[src/rtl/assert_macros.svh]
// Assertion macros shared by the map zone parser modules.
`ifndef ASSERT_MACROS_SVH
`define ASSERT_MACROS_SVH

`ifndef NO_ASSERTIONS
// Clocked check that is switched off while reset is asserted.
`define CMZP_ASSERT(lbl, prop) \
    lbl: assert property (@(posedge clk) disable iff (!rst_n) prop) \
        else $error("cmzp assertion failed");
// Same check with a caller-supplied message.
`define CMZP_ASSERT_MSG(lbl, prop, msg) \
    lbl: assert property (@(posedge clk) disable iff (!rst_n) prop) \
        else $error(msg);
`else
`define CMZP_ASSERT(lbl, prop)
`define CMZP_ASSERT_MSG(lbl, prop, msg)
`endif

`endif

[src/rtl/cmzp_pkg.sv]
// Types, codes and constants of the chunked map zone parser.
`default_nettype none

package cmzp_pkg;

    // Parser phases.
    typedef enum logic [2:0] {
        PH_SIG,
        PH_VER,
        PH_SECHDR,
        PH_BODY,
        PH_RECHDR,
        PH_NAME,
        PH_OVERRUN,
        PH_DEAD
    } phase_t;

    // Result kinds.
    localparam logic [1:0] KIND_ZONE_HDR = 2'd0;
    localparam logic [1:0] KIND_NAME     = 2'd1;
    localparam logic [1:0] KIND_SECTION  = 2'd2;
    localparam logic [1:0] KIND_STATUS   = 2'd3;

    // Final status codes.
    localparam logic [2:0] ST_OK        = 3'd0;
    localparam logic [2:0] ST_BAD_SIG   = 3'd1;
    localparam logic [2:0] ST_TRUNC_VER = 3'd2;
    localparam logic [2:0] ST_PAST_END  = 3'd3;
    localparam logic [2:0] ST_OVERRUN   = 3'd4;
    localparam logic [2:0] ST_NO_ZONE   = 3'd5;

    // Tag "ZONE" with the first byte in the low bits.
    localparam logic [31:0] ZONE_TAG = 32'h454E_4F5A;

    localparam int REC_HDR_LEN = 6;
    localparam int SEC_HDR_LEN = 8;
    localparam logic [2:0] REC_HDR_LAST = 3'(REC_HDR_LEN - 1);
    localparam logic [2:0] SEC_HDR_LAST = 3'(SEC_HDR_LEN - 1);
    localparam int REC_FIELDS = REC_HDR_LEN - 1;

    // One result word.
    typedef struct packed {
        logic [1:0]  kind;
        logic [7:0]  zone_code;
        logic [7:0]  pos_x;
        logic [7:0]  pos_y;
        logic [7:0]  width;
        logic [7:0]  height;
        logic [7:0]  name_len;
        logic [31:0] section_tag;
        logic [31:0] value;
        logic [2:0]  status;
        logic        last_of_run;
    } result_t;

    // Up to two result words produced by one input byte.
    typedef struct packed {
        logic [1:0] count;
        result_t    first;
        result_t    second;
    } push_t;

    // Signature bytes "GBMP".
    function automatic logic [7:0] sig_byte(input logic [1:0] idx);
        logic [7:0] b;
        unique case (idx)
            2'd0: b = 8'h47;
            2'd1: b = 8'h42;
            2'd2: b = 8'h4D;
            2'd3: b = 8'h50;
        endcase
        return b;
    endfunction

endpackage

`default_nettype wire

[src/rtl/cmzp_stream_if.sv]
// Valid/ready channel interfaces for input bytes and result words.
`default_nettype none

interface cmzp_in_if;
    logic       valid;
    logic       ready;
    logic [7:0] data_byte;
    logic       end_of_file;

    modport source (output valid, output data_byte, output end_of_file, input ready);
    modport sink (input valid, input data_byte, input end_of_file, output ready);
endinterface

interface cmzp_out_if;
    logic        valid;
    logic        ready;
    logic [1:0]  kind;
    logic [7:0]  zone_code;
    logic [7:0]  pos_x;
    logic [7:0]  pos_y;
    logic [7:0]  width;
    logic [7:0]  height;
    logic [7:0]  name_len;
    logic [31:0] section_tag;
    logic [31:0] value;
    logic [2:0]  status;
    logic        last_of_run;

    modport source (
        output valid, output kind, output zone_code, output pos_x, output pos_y,
        output width, output height, output name_len, output section_tag,
        output value, output status, output last_of_run, input ready
    );
    modport sink (
        input valid, input kind, input zone_code, input pos_x, input pos_y,
        input width, input height, input name_len, input section_tag,
        input value, input status, input last_of_run, output ready
    );
endinterface

`default_nettype wire

[src/rtl/cmzp_parse.sv]
// Byte-at-a-time parser state and result word generation.
`default_nettype none
`include "assert_macros.svh"

module cmzp_parse (
    input  wire logic            clk,
    input  wire logic            rst_n,
    input  wire logic            accept,
    input  wire logic [7:0]      data_byte,
    input  wire logic            end_of_file,
    output cmzp_pkg::push_t      push
);

    cmzp_pkg::phase_t phase_reg, phase_step, phase_next;
    logic [2:0]  fc_reg, fc_step, fc_next;
    logic        zone_seen_reg, zone_seen_step, zone_seen_next;
    logic [2:0]  error_reg, error_step, error_next;
    logic [31:0] tag_reg, tag_next;
    logic [23:0] size_reg, size_next;
    logic [31:0] left_reg, left_next;
    logic [7:0]  rec_reg [cmzp_pkg::REC_FIELDS];
    logic [7:0]  rec_next [cmzp_pkg::REC_FIELDS];
    logic [7:0]  name_left_reg, name_left_next;
    logic [15:0] version_reg, version_next;

    logic [31:0] left_dec;
    logic [31:0] full_size;
    logic        name_too_long;
    logic        eof_now;

    cmzp_pkg::result_t main_word;
    cmzp_pkg::result_t status_word;
    logic              main_valid;
    logic [2:0]        st;

    // Phase after a zone record: next section, short tail, or next record.
    function automatic cmzp_pkg::phase_t zone_phase(input logic [31:0] sl);
        cmzp_pkg::phase_t p;
        if (sl == 32'd0) begin
            p = cmzp_pkg::PH_SECHDR;
        end
        else if (sl < 32'(cmzp_pkg::REC_HDR_LEN)) begin
            p = cmzp_pkg::PH_BODY;
        end
        else begin
            p = cmzp_pkg::PH_RECHDR;
        end
        return p;
    endfunction

    assign left_dec      = left_reg - 32'd1;
    assign full_size     = {data_byte, size_reg};
    assign name_too_long = {24'd0, data_byte} > left_dec;
    assign eof_now       = accept && end_of_file;

    // Next state for one accepted byte.
    always_comb
    begin
        phase_step     = phase_reg;
        fc_step        = fc_reg;
        zone_seen_step = zone_seen_reg;
        error_step     = error_reg;
        tag_next       = tag_reg;
        size_next      = size_reg;
        left_next      = left_reg;
        rec_next       = rec_reg;
        name_left_next = name_left_reg;
        version_next   = version_reg;
        if (accept)
        begin
            unique case (phase_reg)
                cmzp_pkg::PH_SIG:
                begin
                    if (data_byte != cmzp_pkg::sig_byte(fc_reg[1:0]))
                    begin
                        error_step = cmzp_pkg::ST_BAD_SIG;
                        phase_step = cmzp_pkg::PH_DEAD;
                    end
                    else if (fc_reg[1:0] == 2'd3)
                    begin
                        phase_step = cmzp_pkg::PH_VER;
                        fc_step    = 3'd0;
                    end
                    else
                    begin
                        fc_step = fc_reg + 3'd1;
                    end
                end
                cmzp_pkg::PH_VER:
                begin
                    if (fc_reg == 3'd0)
                    begin
                        version_next = {8'd0, data_byte};
                        fc_step      = 3'd1;
                    end
                    else
                    begin
                        version_next[15:8] = data_byte;
                        phase_step         = cmzp_pkg::PH_SECHDR;
                        fc_step            = 3'd0;
                    end
                end
                cmzp_pkg::PH_SECHDR:
                begin
                    if (fc_reg == cmzp_pkg::SEC_HDR_LAST)
                    begin
                        left_next = full_size;
                        fc_step   = 3'd0;
                        if (tag_reg == cmzp_pkg::ZONE_TAG)
                        begin
                            zone_seen_step = 1'b1;
                            phase_step     = zone_phase(full_size);
                        end
                        else
                        begin
                            phase_step = (full_size != 32'd0) ? cmzp_pkg::PH_BODY
                                                              : cmzp_pkg::PH_SECHDR;
                        end
                    end
                    else
                    begin
                        // Bytes overwrite their lane, so no clearing is needed.
                        if (!fc_reg[2])
                        begin
                            tag_next[{fc_reg[1:0], 3'b000} +: 8] = data_byte;
                        end
                        else
                        begin
                            size_next[{fc_reg[1:0], 3'b000} +: 8] = data_byte;
                        end
                        fc_step = fc_reg + 3'd1;
                    end
                end
                cmzp_pkg::PH_BODY:
                begin
                    left_next = left_dec;
                    if (left_dec == 32'd0)
                    begin
                        phase_step = cmzp_pkg::PH_SECHDR;
                        fc_step    = 3'd0;
                    end
                end
                cmzp_pkg::PH_RECHDR:
                begin
                    left_next = left_dec;
                    if (fc_reg != cmzp_pkg::REC_HDR_LAST)
                    begin
                        rec_next[fc_reg] = data_byte;
                        fc_step          = fc_reg + 3'd1;
                    end
                    else if (name_too_long)
                    begin
                        error_step = cmzp_pkg::ST_OVERRUN;
                        phase_step = (left_dec != 32'd0) ? cmzp_pkg::PH_OVERRUN
                                                         : cmzp_pkg::PH_DEAD;
                    end
                    else
                    begin
                        name_left_next = data_byte;
                        fc_step        = 3'd0;
                        phase_step     = (data_byte == 8'd0) ? zone_phase(left_dec)
                                                             : cmzp_pkg::PH_NAME;
                    end
                end
                cmzp_pkg::PH_NAME:
                begin
                    left_next      = left_dec;
                    name_left_next = name_left_reg - 8'd1;
                    if (name_left_reg == 8'd1)
                    begin
                        fc_step    = 3'd0;
                        phase_step = zone_phase(left_dec);
                    end
                end
                cmzp_pkg::PH_OVERRUN:
                begin
                    left_next = left_dec;
                    if (left_dec == 32'd0)
                    begin
                        phase_step = cmzp_pkg::PH_DEAD;
                    end
                end
                cmzp_pkg::PH_DEAD:
                begin
                end
            endcase
        end

        // The final byte returns the control state to its reset values.
        phase_next     = eof_now ? cmzp_pkg::PH_SIG : phase_step;
        fc_next        = eof_now ? 3'd0 : fc_step;
        zone_seen_next = eof_now ? 1'b0 : zone_seen_step;
        error_next     = eof_now ? cmzp_pkg::ST_OK : error_step;
    end

    // Result words for one accepted byte.
    always_comb
    begin
        main_word   = '0;
        status_word = '0;
        main_valid  = 1'b0;
        if (accept)
        begin
            unique case (phase_reg)
                cmzp_pkg::PH_SECHDR:
                begin
                    if (fc_reg == cmzp_pkg::SEC_HDR_LAST && tag_reg != cmzp_pkg::ZONE_TAG)
                    begin
                        main_valid            = 1'b1;
                        main_word.kind        = cmzp_pkg::KIND_SECTION;
                        main_word.section_tag = tag_reg;
                        main_word.value       = full_size;
                    end
                end
                cmzp_pkg::PH_RECHDR:
                begin
                    if (fc_reg == cmzp_pkg::REC_HDR_LAST && !name_too_long)
                    begin
                        main_valid          = 1'b1;
                        main_word.kind      = cmzp_pkg::KIND_ZONE_HDR;
                        main_word.zone_code = rec_reg[0];
                        main_word.pos_x     = rec_reg[1];
                        main_word.pos_y     = rec_reg[2];
                        main_word.width     = rec_reg[3];
                        main_word.height    = rec_reg[4];
                        main_word.name_len  = data_byte;
                    end
                end
                cmzp_pkg::PH_NAME:
                begin
                    main_valid      = 1'b1;
                    main_word.kind  = cmzp_pkg::KIND_NAME;
                    main_word.value = {24'd0, data_byte};
                end
                default:
                begin
                end
            endcase
        end
        main_word.last_of_run = !end_of_file;

        // Final status from the state left by this byte.
        if (error_step != cmzp_pkg::ST_OK)
        begin
            st = (phase_step == cmzp_pkg::PH_OVERRUN && left_next != 32'd0)
                 ? cmzp_pkg::ST_PAST_END : error_step;
        end
        else
        begin
            unique case (phase_step)
                cmzp_pkg::PH_SIG:    st = cmzp_pkg::ST_BAD_SIG;
                cmzp_pkg::PH_VER:    st = cmzp_pkg::ST_TRUNC_VER;
                cmzp_pkg::PH_SECHDR: st = zone_seen_step ? cmzp_pkg::ST_OK
                                                         : cmzp_pkg::ST_NO_ZONE;
                default:             st = cmzp_pkg::ST_PAST_END;
            endcase
        end
        status_word.kind        = cmzp_pkg::KIND_STATUS;
        status_word.status      = st;
        status_word.value       = (st == cmzp_pkg::ST_OK) ? {16'd0, version_next} : 32'd0;
        status_word.last_of_run = 1'b1;

        push.count  = {1'b0, main_valid} + {1'b0, eof_now};
        push.first  = main_valid ? main_word : status_word;
        push.second = status_word;
    end

    // Control state.
    always_ff @(posedge clk or negedge rst_n)
    begin
        if (!rst_n)
        begin
            phase_reg     <= cmzp_pkg::PH_SIG;
            fc_reg        <= 3'd0;
            zone_seen_reg <= 1'b0;
            error_reg     <= cmzp_pkg::ST_OK;
        end
        else
        begin
            phase_reg     <= phase_next;
            fc_reg        <= fc_next;
            zone_seen_reg <= zone_seen_next;
            error_reg     <= error_next;
        end
    end

    // Header bytes and counters; each is written before it is read.
    always_ff @(posedge clk)
    begin
        tag_reg       <= tag_next;
        size_reg      <= size_next;
        left_reg      <= left_next;
        rec_reg       <= rec_next;
        name_left_reg <= name_left_next;
        version_reg   <= version_next;
    end

    // An error code is only held while the parser is skipping to the end.
    `CMZP_ASSERT(a_error_phase,
        (error_reg != cmzp_pkg::ST_OK) |->
        (phase_reg == cmzp_pkg::PH_DEAD || phase_reg == cmzp_pkg::PH_OVERRUN))
    // Name bytes are only expected while some remain.
    `CMZP_ASSERT(a_name_left, (phase_reg == cmzp_pkg::PH_NAME) |-> (name_left_reg != 8'd0))
    // The final byte always leaves the parser at the start of a new file.
    `CMZP_ASSERT_MSG(a_eof_reset,
        eof_now |=> (phase_reg == cmzp_pkg::PH_SIG && fc_reg == 3'd0),
        "parser did not restart after end of file")

endmodule

`default_nettype wire

[src/rtl/cmzp_out_fifo.sv]
// Small result queue taking up to two words per cycle and giving one.
`default_nettype none
`include "assert_macros.svh"

module cmzp_out_fifo #(
    parameter int DEPTH = 4
) (
    input  wire logic              clk,
    input  wire logic              rst_n,
    input  wire cmzp_pkg::push_t   push,
    input  wire logic              pop,
    output cmzp_pkg::result_t      head,
    output logic                   not_empty,
    output logic                   room
);

    localparam int AW = (DEPTH > 1) ? $clog2(DEPTH) : 1;
    localparam int CW = $clog2(DEPTH + 1);

    cmzp_pkg::result_t mem_reg [DEPTH];
    logic [AW-1:0] wr_reg, wr_next, rd_reg, rd_next, wr_second;
    logic [CW-1:0] count_reg, count_next;
    logic          pop_now;

    function automatic logic [AW-1:0] ptr_inc(input logic [AW-1:0] p);
        return (p == AW'(DEPTH - 1)) ? '0 : p + AW'(1);
    endfunction

    assign wr_second = ptr_inc(wr_reg);
    assign pop_now   = pop && not_empty;
    assign not_empty = count_reg != '0;
    assign room      = count_reg <= CW'(DEPTH - 2);
    assign head      = mem_reg[rd_reg];

    // Pointer and fill count updates.
    always_comb
    begin
        unique case (push.count)
            2'd0:    wr_next = wr_reg;
            2'd1:    wr_next = wr_second;
            default: wr_next = ptr_inc(wr_second);
        endcase
        rd_next    = pop_now ? ptr_inc(rd_reg) : rd_reg;
        count_next = count_reg + CW'(push.count) - CW'(pop_now);
    end

    always_ff @(posedge clk or negedge rst_n)
    begin
        if (!rst_n)
        begin
            wr_reg    <= '0;
            rd_reg    <= '0;
            count_reg <= '0;
        end
        else
        begin
            wr_reg    <= wr_next;
            rd_reg    <= rd_next;
            count_reg <= count_next;
        end
    end

    // Word storage.
    always_ff @(posedge clk)
    begin
        if (push.count != 2'd0)
        begin
            mem_reg[wr_reg] <= push.first;
        end
        if (push.count == 2'd2)
        begin
            mem_reg[wr_second] <= push.second;
        end
    end

    `CMZP_ASSERT(a_no_overflow, count_reg <= CW'(DEPTH))
    `CMZP_ASSERT_MSG(a_push_room, (push.count != 2'd0) |-> room, "push without room")
    `CMZP_ASSERT(a_pop_count,
        (pop_now && push.count == 2'd0) |=> (count_reg == $past(count_reg) - CW'(1)))

endmodule

`default_nettype wire

[src/rtl/chunked_map_zone_parser.sv]
// Results of an accepted byte are registered in the result queue and offered on the output from its head.
// Throughput: one byte per cycle; the end-of-file byte may add a second word,
// and input ready is low while the result queue holds more than OUT_DEPTH-2 words.
// Reset: rst_n clears the parser to the signature phase and empties the queue at once;
// there is no clearing pass. Every end-of-file byte also returns the parser to that state.
`default_nettype none

module chunked_map_zone_parser #(
    parameter int OUT_DEPTH = 4
) (
    input  wire logic     clk,
    input  wire logic     rst_n,
    cmzp_in_if.sink       in_ch,
    cmzp_out_if.source    out_ch
);

    cmzp_pkg::push_t   push;
    cmzp_pkg::result_t head;
    logic              not_empty;
    logic              room;
    logic              accept;

    assign in_ch.ready = room;
    assign accept      = in_ch.valid && room;

    cmzp_parse u_parse (
        .clk         (clk),
        .rst_n       (rst_n),
        .accept      (accept),
        .data_byte   (in_ch.data_byte),
        .end_of_file (in_ch.end_of_file),
        .push        (push)
    );

    cmzp_out_fifo #(
        .DEPTH (OUT_DEPTH)
    ) u_out_fifo (
        .clk       (clk),
        .rst_n     (rst_n),
        .push      (push),
        .pop       (out_ch.ready),
        .head      (head),
        .not_empty (not_empty),
        .room      (room)
    );

    // Output word from the head of the queue.
    assign out_ch.valid       = not_empty;
    assign out_ch.kind        = head.kind;
    assign out_ch.zone_code   = head.zone_code;
    assign out_ch.pos_x       = head.pos_x;
    assign out_ch.pos_y       = head.pos_y;
    assign out_ch.width       = head.width;
    assign out_ch.height      = head.height;
    assign out_ch.name_len    = head.name_len;
    assign out_ch.section_tag = head.section_tag;
    assign out_ch.value       = head.value;
    assign out_ch.status      = head.status;
    assign out_ch.last_of_run = head.last_of_run;

endmodule

`default_nettype wire
[src/flat_wrapper.sv]
// flat-port wrapper written by rule: the top's interface ports become plain ports
module chunked_map_zone_parser_flat 
#(
    parameter int OUT_DEPTH = 4
)
  (clk, rst_n, in_ch_valid, in_ch_data_byte, in_ch_end_of_file, in_ch_ready, out_ch_valid, out_ch_kind, out_ch_zone_code, out_ch_pos_x, out_ch_pos_y, out_ch_width, out_ch_height, out_ch_name_len, out_ch_section_tag, out_ch_value, out_ch_status, out_ch_last_of_run, out_ch_ready);
  cmzp_in_if in_ch_i ();
  cmzp_out_if out_ch_i ();
  input  wire logic clk;
  input  wire logic rst_n;
  input wire logic [$bits(in_ch_i.valid)-1:0] in_ch_valid;
  input wire logic [$bits(in_ch_i.data_byte)-1:0] in_ch_data_byte;
  input wire logic [$bits(in_ch_i.end_of_file)-1:0] in_ch_end_of_file;
  output wire logic [$bits(in_ch_i.ready)-1:0] in_ch_ready;
  output wire logic [$bits(out_ch_i.valid)-1:0] out_ch_valid;
  output wire logic [$bits(out_ch_i.kind)-1:0] out_ch_kind;
  output wire logic [$bits(out_ch_i.zone_code)-1:0] out_ch_zone_code;
  output wire logic [$bits(out_ch_i.pos_x)-1:0] out_ch_pos_x;
  output wire logic [$bits(out_ch_i.pos_y)-1:0] out_ch_pos_y;
  output wire logic [$bits(out_ch_i.width)-1:0] out_ch_width;
  output wire logic [$bits(out_ch_i.height)-1:0] out_ch_height;
  output wire logic [$bits(out_ch_i.name_len)-1:0] out_ch_name_len;
  output wire logic [$bits(out_ch_i.section_tag)-1:0] out_ch_section_tag;
  output wire logic [$bits(out_ch_i.value)-1:0] out_ch_value;
  output wire logic [$bits(out_ch_i.status)-1:0] out_ch_status;
  output wire logic [$bits(out_ch_i.last_of_run)-1:0] out_ch_last_of_run;
  input wire logic [$bits(out_ch_i.ready)-1:0] out_ch_ready;
  assign in_ch_i.valid = in_ch_valid;
  assign in_ch_i.data_byte = in_ch_data_byte;
  assign in_ch_i.end_of_file = in_ch_end_of_file;
  assign in_ch_ready = in_ch_i.ready;
  assign out_ch_valid = out_ch_i.valid;
  assign out_ch_kind = out_ch_i.kind;
  assign out_ch_zone_code = out_ch_i.zone_code;
  assign out_ch_pos_x = out_ch_i.pos_x;
  assign out_ch_pos_y = out_ch_i.pos_y;
  assign out_ch_width = out_ch_i.width;
  assign out_ch_height = out_ch_i.height;
  assign out_ch_name_len = out_ch_i.name_len;
  assign out_ch_section_tag = out_ch_i.section_tag;
  assign out_ch_value = out_ch_i.value;
  assign out_ch_status = out_ch_i.status;
  assign out_ch_last_of_run = out_ch_i.last_of_run;
  assign out_ch_i.ready = out_ch_ready;
  chunked_map_zone_parser #(.OUT_DEPTH(OUT_DEPTH)) u_core (.clk(clk), .rst_n(rst_n), .in_ch(in_ch_i), .out_ch(out_ch_i));
endmodule
[config.mk]
export PLATFORM = sky130hd
export DESIGN_NAME = chunked_map_zone_parser_flat
export DESIGN_NICKNAME = d
export VERILOG_FILES = /design/src/rtl/cmzp_pkg.sv /design/src/rtl/cmzp_stream_if.sv /design/src/rtl/cmzp_parse.sv /design/src/rtl/cmzp_out_fifo.sv /design/src/rtl/chunked_map_zone_parser.sv /design/src/flat_wrapper.sv
export VERILOG_INCLUDE_DIRS = /design/src /design/src/rtl
export SDC_FILE = /design/constraint.sdc
export NUM_CORES = 1
export LEC_CHECK = 0
export ABC_AREA = 1
export CAP_MARGIN = 20
export CORE_MARGIN = 4
export CORE_UTILIZATION = 55
export CTS_CLUSTER_SIZE = 24
export DETAILED_ROUTE_END_ITERATION = 10
export DONT_BUFFER_PORTS = 1
export PLACE_DENSITY = 0.72
export SYNTH_ARGS = -nofsm -noshare
export SYNTH_HDL_FRONTEND = slang
export SYNTH_SLANG_ARGS = --single-unit
[constraint.sdc]
create_clock -name clk -period 10.2 [get_ports clk]
set_input_delay 2.04 -clock clk [delete_from_list [all_inputs] [get_ports clk]]
set_output_delay 2.04 -clock clk [all_outputs]
set_load 0.05 [all_outputs]
Word level (Yosys, flattened, before mapping)
Memories as Yosys holds them, arrays and structs flattened.
Cells that the tools add are included.
Widths: inputs -> output; s select.
Word-level totals
  register bits: 169
  bits in latches: 0
  RAM bits: 472
  memory bits (read-only): 0
  input port bits: 13
  output and inout bits: 120
  word-level logic and storage cells: 190
  memories: 1
Cells by class
  $add $sub $neg: 10
  $mul: 0
  div/mod/pow operators: 0
  $lt $le $gt $ge: 6
  equal/unequal tests: 30
  shifts and indexed selects: 4
  multiplexer cells: 86
  bitwise gates (word level): 3
  reduce and logical (&&, ||, !) cells: 33
Memories
  u_core.u_out_fifo.mem_reg: depth 4, width 118, rd ports 1, clocked after Yosys merged registers in 0, write ports 2, RTL line cmzp_out_fifo.sv:20  | cmzp_pkg::result_t mem_reg [DEPTH];
Operator list (count)
  $pmux 32 s2: 2
  $mux 118: 1
  $mux 114: 1
  $mux 3: 34
  $mux 32: 3
  $mux 48: 2
  $reduce_bool 32->1: 3
  $logic_not 32->1: 2
  $lt 32x3->1 const B: 2
  $mux 64: 1
  $mux 8: 7
  $mux 16: 3
  $bwmux 40: 1
  $bwmux 32: 1
  $eq 32x31->1 const B: 1
  $gt 8x32->1: 1
  $ne 32x31->1 const B: 1
  $pmux 8 s4: 1
  $shift 8x7->32 const A: 1
  $shiftx 8x7->32: 1
  $sub 32x1->32 const B: 1
  $bwmux 24: 1
  $demux 8 s3: 1
  $shift 8x7->24 const A: 1
  45 further kinds: 99

Depth between registers and ports, before layout
Gate-level depths: netlist of the first run.
  depth after elaboration: 16
  gate-level depth with buffers: 29
  mapped depth without buffers: 28

By module
Synthesis of the first run repeated with hierarchy kept, for this count alone.
Unflattened totals
  cell total of the unflattened synthesis: 3846
  area, all modules: 34385.5 um2
By module, submodules not included
  cmzp_out_fifo: instances 1, cells each 2373, area an instance 23435.0 um2, seq. area each 14348.8 um2
  cmzp_parse: instances 1, cells each 1471, area an instance 10943.0 um2, seq. area each 4334.2 um2
  chunked_map_zone_parser: instances 1, cells each 2, area an instance 7.5 um2, seq. area each 0.0 um2

Worst setup path after synthesis of the first run
Ideal clock, no wire load.
  kind: input port to flip-flop
  start point: in in_ch_data_byte[0]
  end point: mem u_core.u_out_fifo.mem_reg[3][0] (netlist bit)
  library setup time: 118 ps
  data arrival time: 5449 ps
  data required time: 10082 ps
  slack: 4633 ps
  stages on the path: 23
  path buffers: 4
  cell sequence: clkinv_1 ha_1 inv_1 a21oi_1 o21ai_0 nand2_1 o211ai_1 o21ai_0 nor2_2 nand3_4 nand2_1 a31oi_1 clkbuf_1 ha_1 clkbuf_1 nand2_1 clkinv_1 nor2_1 clkinv_1 clkbuf_1 clkbuf_1 o22ai_1 inv_1
RTL lines
  start: declaration: RTL line flat_wrapper.sv:12  | input wire logic [$bits(in_ch_i.data_byte)-1:0] in_ch_data_byte;
  end: declaration: RTL line cmzp_out_fifo.sv:20

==> summary.md, run 1 <==
| Metric | Value |
|---|---|
| Detailed Route Iter0 Violations | 3583 |
| Routability cong. | 0.970 |
| Min-Delay Path Class | flip-flop to flip-flop |
| First-pass GRT wire length | 144000 µm |
| Met1 Usage GRT | 43.1% |
| Chip width | 237 µm |
| Critical Path Start | in_ch_data_byte[0] |
| RSZ-0062 raised after global routing | false |
| Arrival @ worst endpoint | 7810 ps |
| Sequential power share | 29.7% |
| Grt met3 use | 5.09% |
| Synth cell types | 55 |
| Share of cells above drive strength 1 | 8.55% |
| Initial antenna violation count | 0 |
| DP HPWL | 57300 µm |
| Vias/cell | 6.43 |
| Peak Freq | 136 MHz |
| Filler cells | 4369 |
| Drt drc | 0 |
| Buffer depth of the longest clock path | 3 |
| Drt wl/cell | 22.5 µm |
| GRT overflow | 0 |
| Row cnt | 83 |
| Worst Path Required | 10650 ps |
| Clock root cell | clkbuf_16 |
| Clock share of power | 25.1% |
| # Post-CTS Setup Buffers | 0 |
| Resized Gates After CTS | 0 |
| Synth top area share | 30.8% |
| CTS tree | built |
| Power share of the combinational group | 45.2% |
| Yosys Warn Count | 0 |
| Die area | 56300 µm² |
| Count of final setup violators | 0 |
| Worst Path Max Fanout | 53 |
| Top Usage Layer GRT | met2 |
| Synth area leader | dfxtp_1 |
| Largest net degree at the start of global routing | 185 |
| R2R Path Start | u_core.u_parse.left_reg[5]$_DFF_P_ |
| Port Buffers | 0 |
| Slew margin rel. | 18.6% |
| Via count | 27000 |
| Routed WL | 94600 µm |
| Synth Net Count | 3611 |
| Slew Limit Fails | 0 |
| Max rail drop VDD | 0.259 mV |
| Post-synth EDFFs | 180 |
| Leakage | 11.9 nW |
| Critical path type | primary input to flip-flop |
| Switching Fraction | 47.2% |
| Final period utilization | 72.2% |
| Internal power | 0.00532 W |
| Synthesized area | 28900 µm² |
| Ranking of synthesized cells by area | dfxtp_1, edfxtp_1, o21ai_0 |
| Final Hold Fails | 0 |
| Avg Inst Size Synth | 8.11 µm² |
| Startpoint Class | primary input |
| Most instantiated cells after synthesis | o21ai_0, nand3_1, dfxtp_1 |
| Post-Layout Cell Count | 4202 |
| Setup Skew | 27.8 ps |
| Synthesis-to-layout area growth | 10.0% |
| Mapped Cells | 3563 |
| # diodes | 0 |
| Starting Density | 55.9% |
| Final-stage net count | 3517 |
| Max cap viols | 0 |
| Total CTS buffers | 67 |
| FF-to-FF setup slack | 3560 ps |
| Ports | 133 |
| H-tree depth | 3 |
| CTS clk-pin slew, worst paths | 60 ps |
| HP Start | u_core.u_out_fifo.mem_reg[2][103]$_SDFFE_PP0P_ |
| Placed Cells | 4079 |
| CP Capture Type | flip-flop |
| Largest register FFs | 472 |
| Clock Sinks | 641 |
| Worst-Margin Slew | 1220 ps |
| Psw | 0.00476 W |
| Gr usage total | 31.8% |
| Status | finished, final reports clean |
| Vias in the first global route | 25400 |
| Tmin final | 7360 ps |
| Setup_tns | 0 ps |
| Die height | 237 µm |
| First drt pass iteration count | 7 |
| Core area | 51700 µm² |
| PD cells | 317 nW/µm² |
| Most common cell in the netlist | o21ai_0 |
| Yosys reg bits | 641 |
| Routing usage on met2 | 50.9% |
| Remaining antenna violation count after routing | 0 |
| Most used DFF post-synth | dfxtp_1 |
| Fraction of registers with async set/reset | 2.65% |
| Worst-skew pair later-pin latency | 610 ps |
| CTS Hold Bufs | 0 |
| Post-synthesis sequential area ratio | 50.9% |
[logic make-up (layout without fill, tap and decap cells)]
group,after synthesis,count (layout),share of synthesized area (%)
simple gates,1558,1558,24.7
compound gates,889,889,16.5
buf+inv,424,383,5.82
fa+ha+maj,35,35,1.54
flops,641,641,50.9
xor+xnor,16,16,0.511
[critical path, stage by stage]
cell and delay, ps:
clkinv_1 390, ha_1 390, inv_1 50, a21oi_1 50, o21ai_0 150, nand2_1 70
o211ai_1 70, o21ai_0 120, nor2_2 160, nand3_4 110, nand2_1 150, a31oi_2 90
buf_4 230, inv_1 690, ha_1 330, inv_1 170, nand2_4 390, nor2_1 120
buf_4 230, inv_2 770, buf_4 670, o21ai_0 220
[power groups by stage]
stage | Combinational, W | Clock, W | Sequential [W]
3_3_place_gp | 0.00438 | 0 | 0.00303
5_1_grt | 0.00487 | 0.00265 | 0.00301
2_1_floorplan | 0.00343 | 0 | 0.00295
6_report | 0.00456 | 0.00253 | 0.00299
3_5_place_dp | 0.00447 | 0 | 0.00304
4_1_cts | 0.00448 | 0.00254 | 0.00299
[through the flow]
stage | hold WS [ps] | util, % | setup slack (ps) | area, µm² | total power, W
after floorplan | 446 | - | 4630 | 28900 | 0.00638
after global placement | 455 | 56.9 | 2530 | 29400 | 0.00741
after detailed placement | 458 | 57.0 | 2480 | 29500 | 0.00750
after CTS | 474 | 61.4 | 3110 | 31800 | 0.0100
after global routing | 500 | 61.5 | 2550 | 31800 | 0.0105
final | 474 | 61.5 | 2840 | 31800 | 0.0101
[cell type report]
cell class	count	area, µm²	share of cell area, %
multi-input cells	2498	12600	39.5
clock inverters	24	282	0.885
inverters	170	646	2.03
flip-flops and latches	641	14700	46.3
repair buffers	91	719	2.26
clock buffers	98	2000	6.30
well taps	680	851	2.68
[worst paths after layout]
kind / to / cells after the start
setup / recovery: u_core.u_out_fifo.mem_reg[2][69]$_SDFFE_PP0P_ / 22
hold / removal: u_core.u_out_fifo.mem_reg[2][103]$_SDFFE_PP0P_ / 2
setup reg to reg: u_core.u_out_fifo.mem_reg[2][69]$_SDFFE_PP0P_ / 24
hold reg to reg: u_core.u_out_fifo.mem_reg[2][103]$_SDFFE_PP0P_ / 2
max in group asynchronous: u_core.u_out_fifo.wr_reg[0]$_DFFE_PN0N_ / 0
min in group asynchronous: u_core.u_parse.fc_reg[2]$_DFFE_PN0P_ / 0
[routing by layer]
layer  up-vias  wire length (µm)
met5         -                 0
met4         0              4010
met3       282              9130
met2      1541             44100
met1     13000             37400
li1      12200                 -
[cells in the final DEF (no fill, tap or decap), types with 15 or more instances in the layout]
master       n
a21oi_1     19
buf_4       88
clkbuf_1    16
clkbuf_16   73
clkinv_1    16
dfrtp_1     15
dfxtp_1    444
edfxtp_1   180
ha_1        34
inv_1      137
inv_2       20
nand2_1    350
nand2_2     24
nand3_1    640
nand4_1     23
nor2_1     429
nor3_1      26
o211ai_1    19
o21ai_0    663
o21ai_1     25
o22ai_1    135
Note: power is estimated with default switching activity, not from simulation.
==> run 2, diff against run 1 <==
clock period = 7 ns   (was 10.2 ns; I/O delays follow)
==> run 2 against run 1 <==
Die area is the same. Critical path depth is 1 lower. Flip-flop and latch count did not move. Combinational power is 46% higher. Via count is 0.17% higher. Utilization grew 0.50 points. Highest routed layer unchanged.
==> summary.md, run 2 (synthesis results as in run 1) <==
| Metric | Value |
|---|---|
| CTS clk-pin slew, worst paths | 60 ps |
| CTS tree | built |
| Startpoint Class | flip-flop |
| Final instance area | 32100 µm² |
| # diodes | 0 |
| Via count | 27100 |
| Buffer depth of the longest clock path | 3 |
| Status | finished, final reports clean |
| CTS Hold Bufs | 0 |
| Slowest-stage cell, CP | nand2_4 |
| Die area | 56300 µm² |
| CP max stage delay | 480 ps |
| Port Buffers | 0 |
| Chip width | 237 µm |
| Count of final setup violators | 0 |
| RSZ-0062 raised after global routing | false |
| Worst Path Required | 7500 ps |
| Reg2Reg Depth | 21 |
| Row cnt | 83 |
| Synthesis-to-layout area growth | 10.9% |
| Routed WL | 95200 µm |
| Register area | 14700 µm² |
| R2R Path Start | u_core.u_parse.left_reg[0]$_DFF_P_ |
| Vias/cell | 6.40 |
| Gr usage total | 32.4% |
| Leakage | 12.0 nW |
| DP HPWL | 59200 µm |
| Die height | 237 µm |
| Max cap viols | 0 |
| Remaining antenna violation count after routing | 0 |
| Filler cells | 4442 |
| Tmin final | 5300 ps |
| FF-to-FF setup slack | 1700 ps |
| Share of cells above drive strength 1 | 9.24% |
| Largest net degree at the start of global routing | 215 |
| Most frequent cells in the layout | o21ai_0, nand3_1, dfxtp_1 |
| First drt pass iteration count | 6 |
| Worst-Margin Slew | 1220 ps |
| Final Hold Fails | 0 |
| Footprint of the multi-input gates | 12600 µm² |
| Max rail drop VDD | 0.445 mV |
| Total CTS buffers | 69 |
| Setup ws final | 1700 ps |
| GRT overflow | 0 |
| Final hold slack | 479 ps |
| Starting Density | 55.9% |
| R2R Path End | u_core.u_out_fifo.mem_reg[3][40]$_SDFFE_PP0P_ |
| Commonest non-fill, non-tap cell in the layout | o21ai_0 |
| Critical path type | flip-flop to flip-flop |
| Worst Path Max Fanout | 41 |
| CP Capture Type | flip-flop |
| Most frequent CP cell | nand2_1 |
| Clock root cell | clkbuf_16 |
| Worst-skew pair later-pin latency | 620 ps |
| PD cells | 461 nW/µm² |
| Pre-CTS setup slack | 1700 ps |
| Initial antenna violation count | 0 |
| First-pass GRT wire length | 147000 µm |
| Final-stage net count | 3542 |
| Arrival @ worst endpoint | 5800 ps |
| # Post-CTS Setup Buffers | 0 |
| Clock Sinks | 641 |
| Slew Limit Fails | 0 |
| Critical Path, Cell by Cell | inv_2, ha_1, nand2_2, nor2_4, nand2_1, o21ai_1, nand2_1, nor2_2, nand2_1, nor2_4, nand3_4, nand2_1, a31oi_2, ha_1, nand2_4, clkinv_1, buf_4, nor2_1, inv_2, buf_12, o21ai_0 |
| Setup Skew | 31.8 ps |
| Ports | 133 |
| Vias in the first global route | 25900 |
| Resized Gates After CTS | 0 |
| Placed inst area | 29700 µm² |
| Final period utilization | 75.7% |
| Routability cong. | 0.972 |
| Drt wl/cell | 22.5 µm |
| Largest register FFs | 472 |
| Peak Freq | 189 MHz |
| Core area | 51700 µm² |
| Detailed Route Iter0 Violations | 3465 |
| Slew margin rel. | 19.7% |
| Min-Delay Path Class | primary input to async pin |
| H-tree depth | 3 |
| Setup_tns | 0 ps |
| Drt drc | 0 |
[run 2: cell types whose count changed in the layout (fill, tap and decap cells not counted), moves of 2 or more]
cell      before  now
clkinv_1      16   14
buf_12         1    8
inv_4          1    3
buf_4         88  106
[run 2: per-layer routing]
metal	global-route usage, %	routed length (µm)	part of all wire (%)	vias to the layer above
li1	-	-	-	12300
met1	43.3	37600	40	13000
met2	52.1	44300	47	1519
met3	6.31	9640	10	244
met4	13.2	3600	3.8	0
met5	0	0	0	-
[run 2: critical path, delay by kind of cell, from the launching register on]
family                   cells  cell delay (ps)
AO/OA/AOI/OAI                3              560
adder cells (fa/ha/maj)      2              670
buffers and inverters        5             1150
flip-flops                   1              340
AND/OR/NAND/NOR             11             2420
[run 2: final cells by class]
| class | count | area share [%] |
|---|---|---|
| Clock inverter | 26 | 0.976 |
| Clock buffer | 99 | 6.22 |
| Timing Repair Buffer | 114 | 2.98 |
| Sequential cell | 641 | 45.9 |
| Inverter | 170 | 2.01 |
| Multi-Input combinational cell | 2498 | 39.2 |
| Tap cell | 680 | 2.65 |
[run 2: per-stage QoR]
stage	utilization (%)	std cells	total power, W
after floorplan	-	3563	0.00930
after global placement	57.4	4098	0.0109
after detailed placement	57.5	4103	0.0110
after global routing	62.0	4228	0.0154
final	62.0	4228	0.0148
after CTS	62.0	4228	0.0147
[run 2: worst max-delay path by stage]
stage | from | endpoint | slack, ps | cells past startpoint
after floorplan | in_ch_data_byte[0] | u_core.u_out_fifo.mem_reg[3][0]$_SDFFE_PP1P_ | 2070 | 23
after global placement | in_ch_data_byte[3] | u_core.u_out_fifo.mem_reg[1][15]$_DFFE_PP_ | 1710 | 23
after detailed placement | in_ch_data_byte[3] | u_core.u_out_fifo.mem_reg[3][54]$_SDFFE_PP0P_ | 1700 | 18
after CTS | u_core.u_parse.left_reg[0]$_DFF_P_ | u_core.u_out_fifo.mem_reg[3][40]$_SDFFE_PP0P_ | 1820 | 21
after global routing | u_core.u_parse.left_reg[0]$_DFF_P_ | u_core.u_out_fifo.mem_reg[3][58]$_SDFFE_PP0P_ | 1380 | 21
final | u_core.u_parse.left_reg[0]$_DFF_P_ | u_core.u_out_fifo.mem_reg[3][40]$_SDFFE_PP0P_ | 1700 | 21
[run 2: power breakdown]
part | leakage, nW | total [W] | switching, W | internal [W]
combinational | 5.49 | 0.00667 | 0.00515 | 0.00152
sequential | 5.43 | 0.00438 | 0.000290 | 0.00409
clock | 1.13 | 0.00373 | 0.00154 | 0.00219
total | 12.0 | 0.0148 | 0.00697 | 0.00780
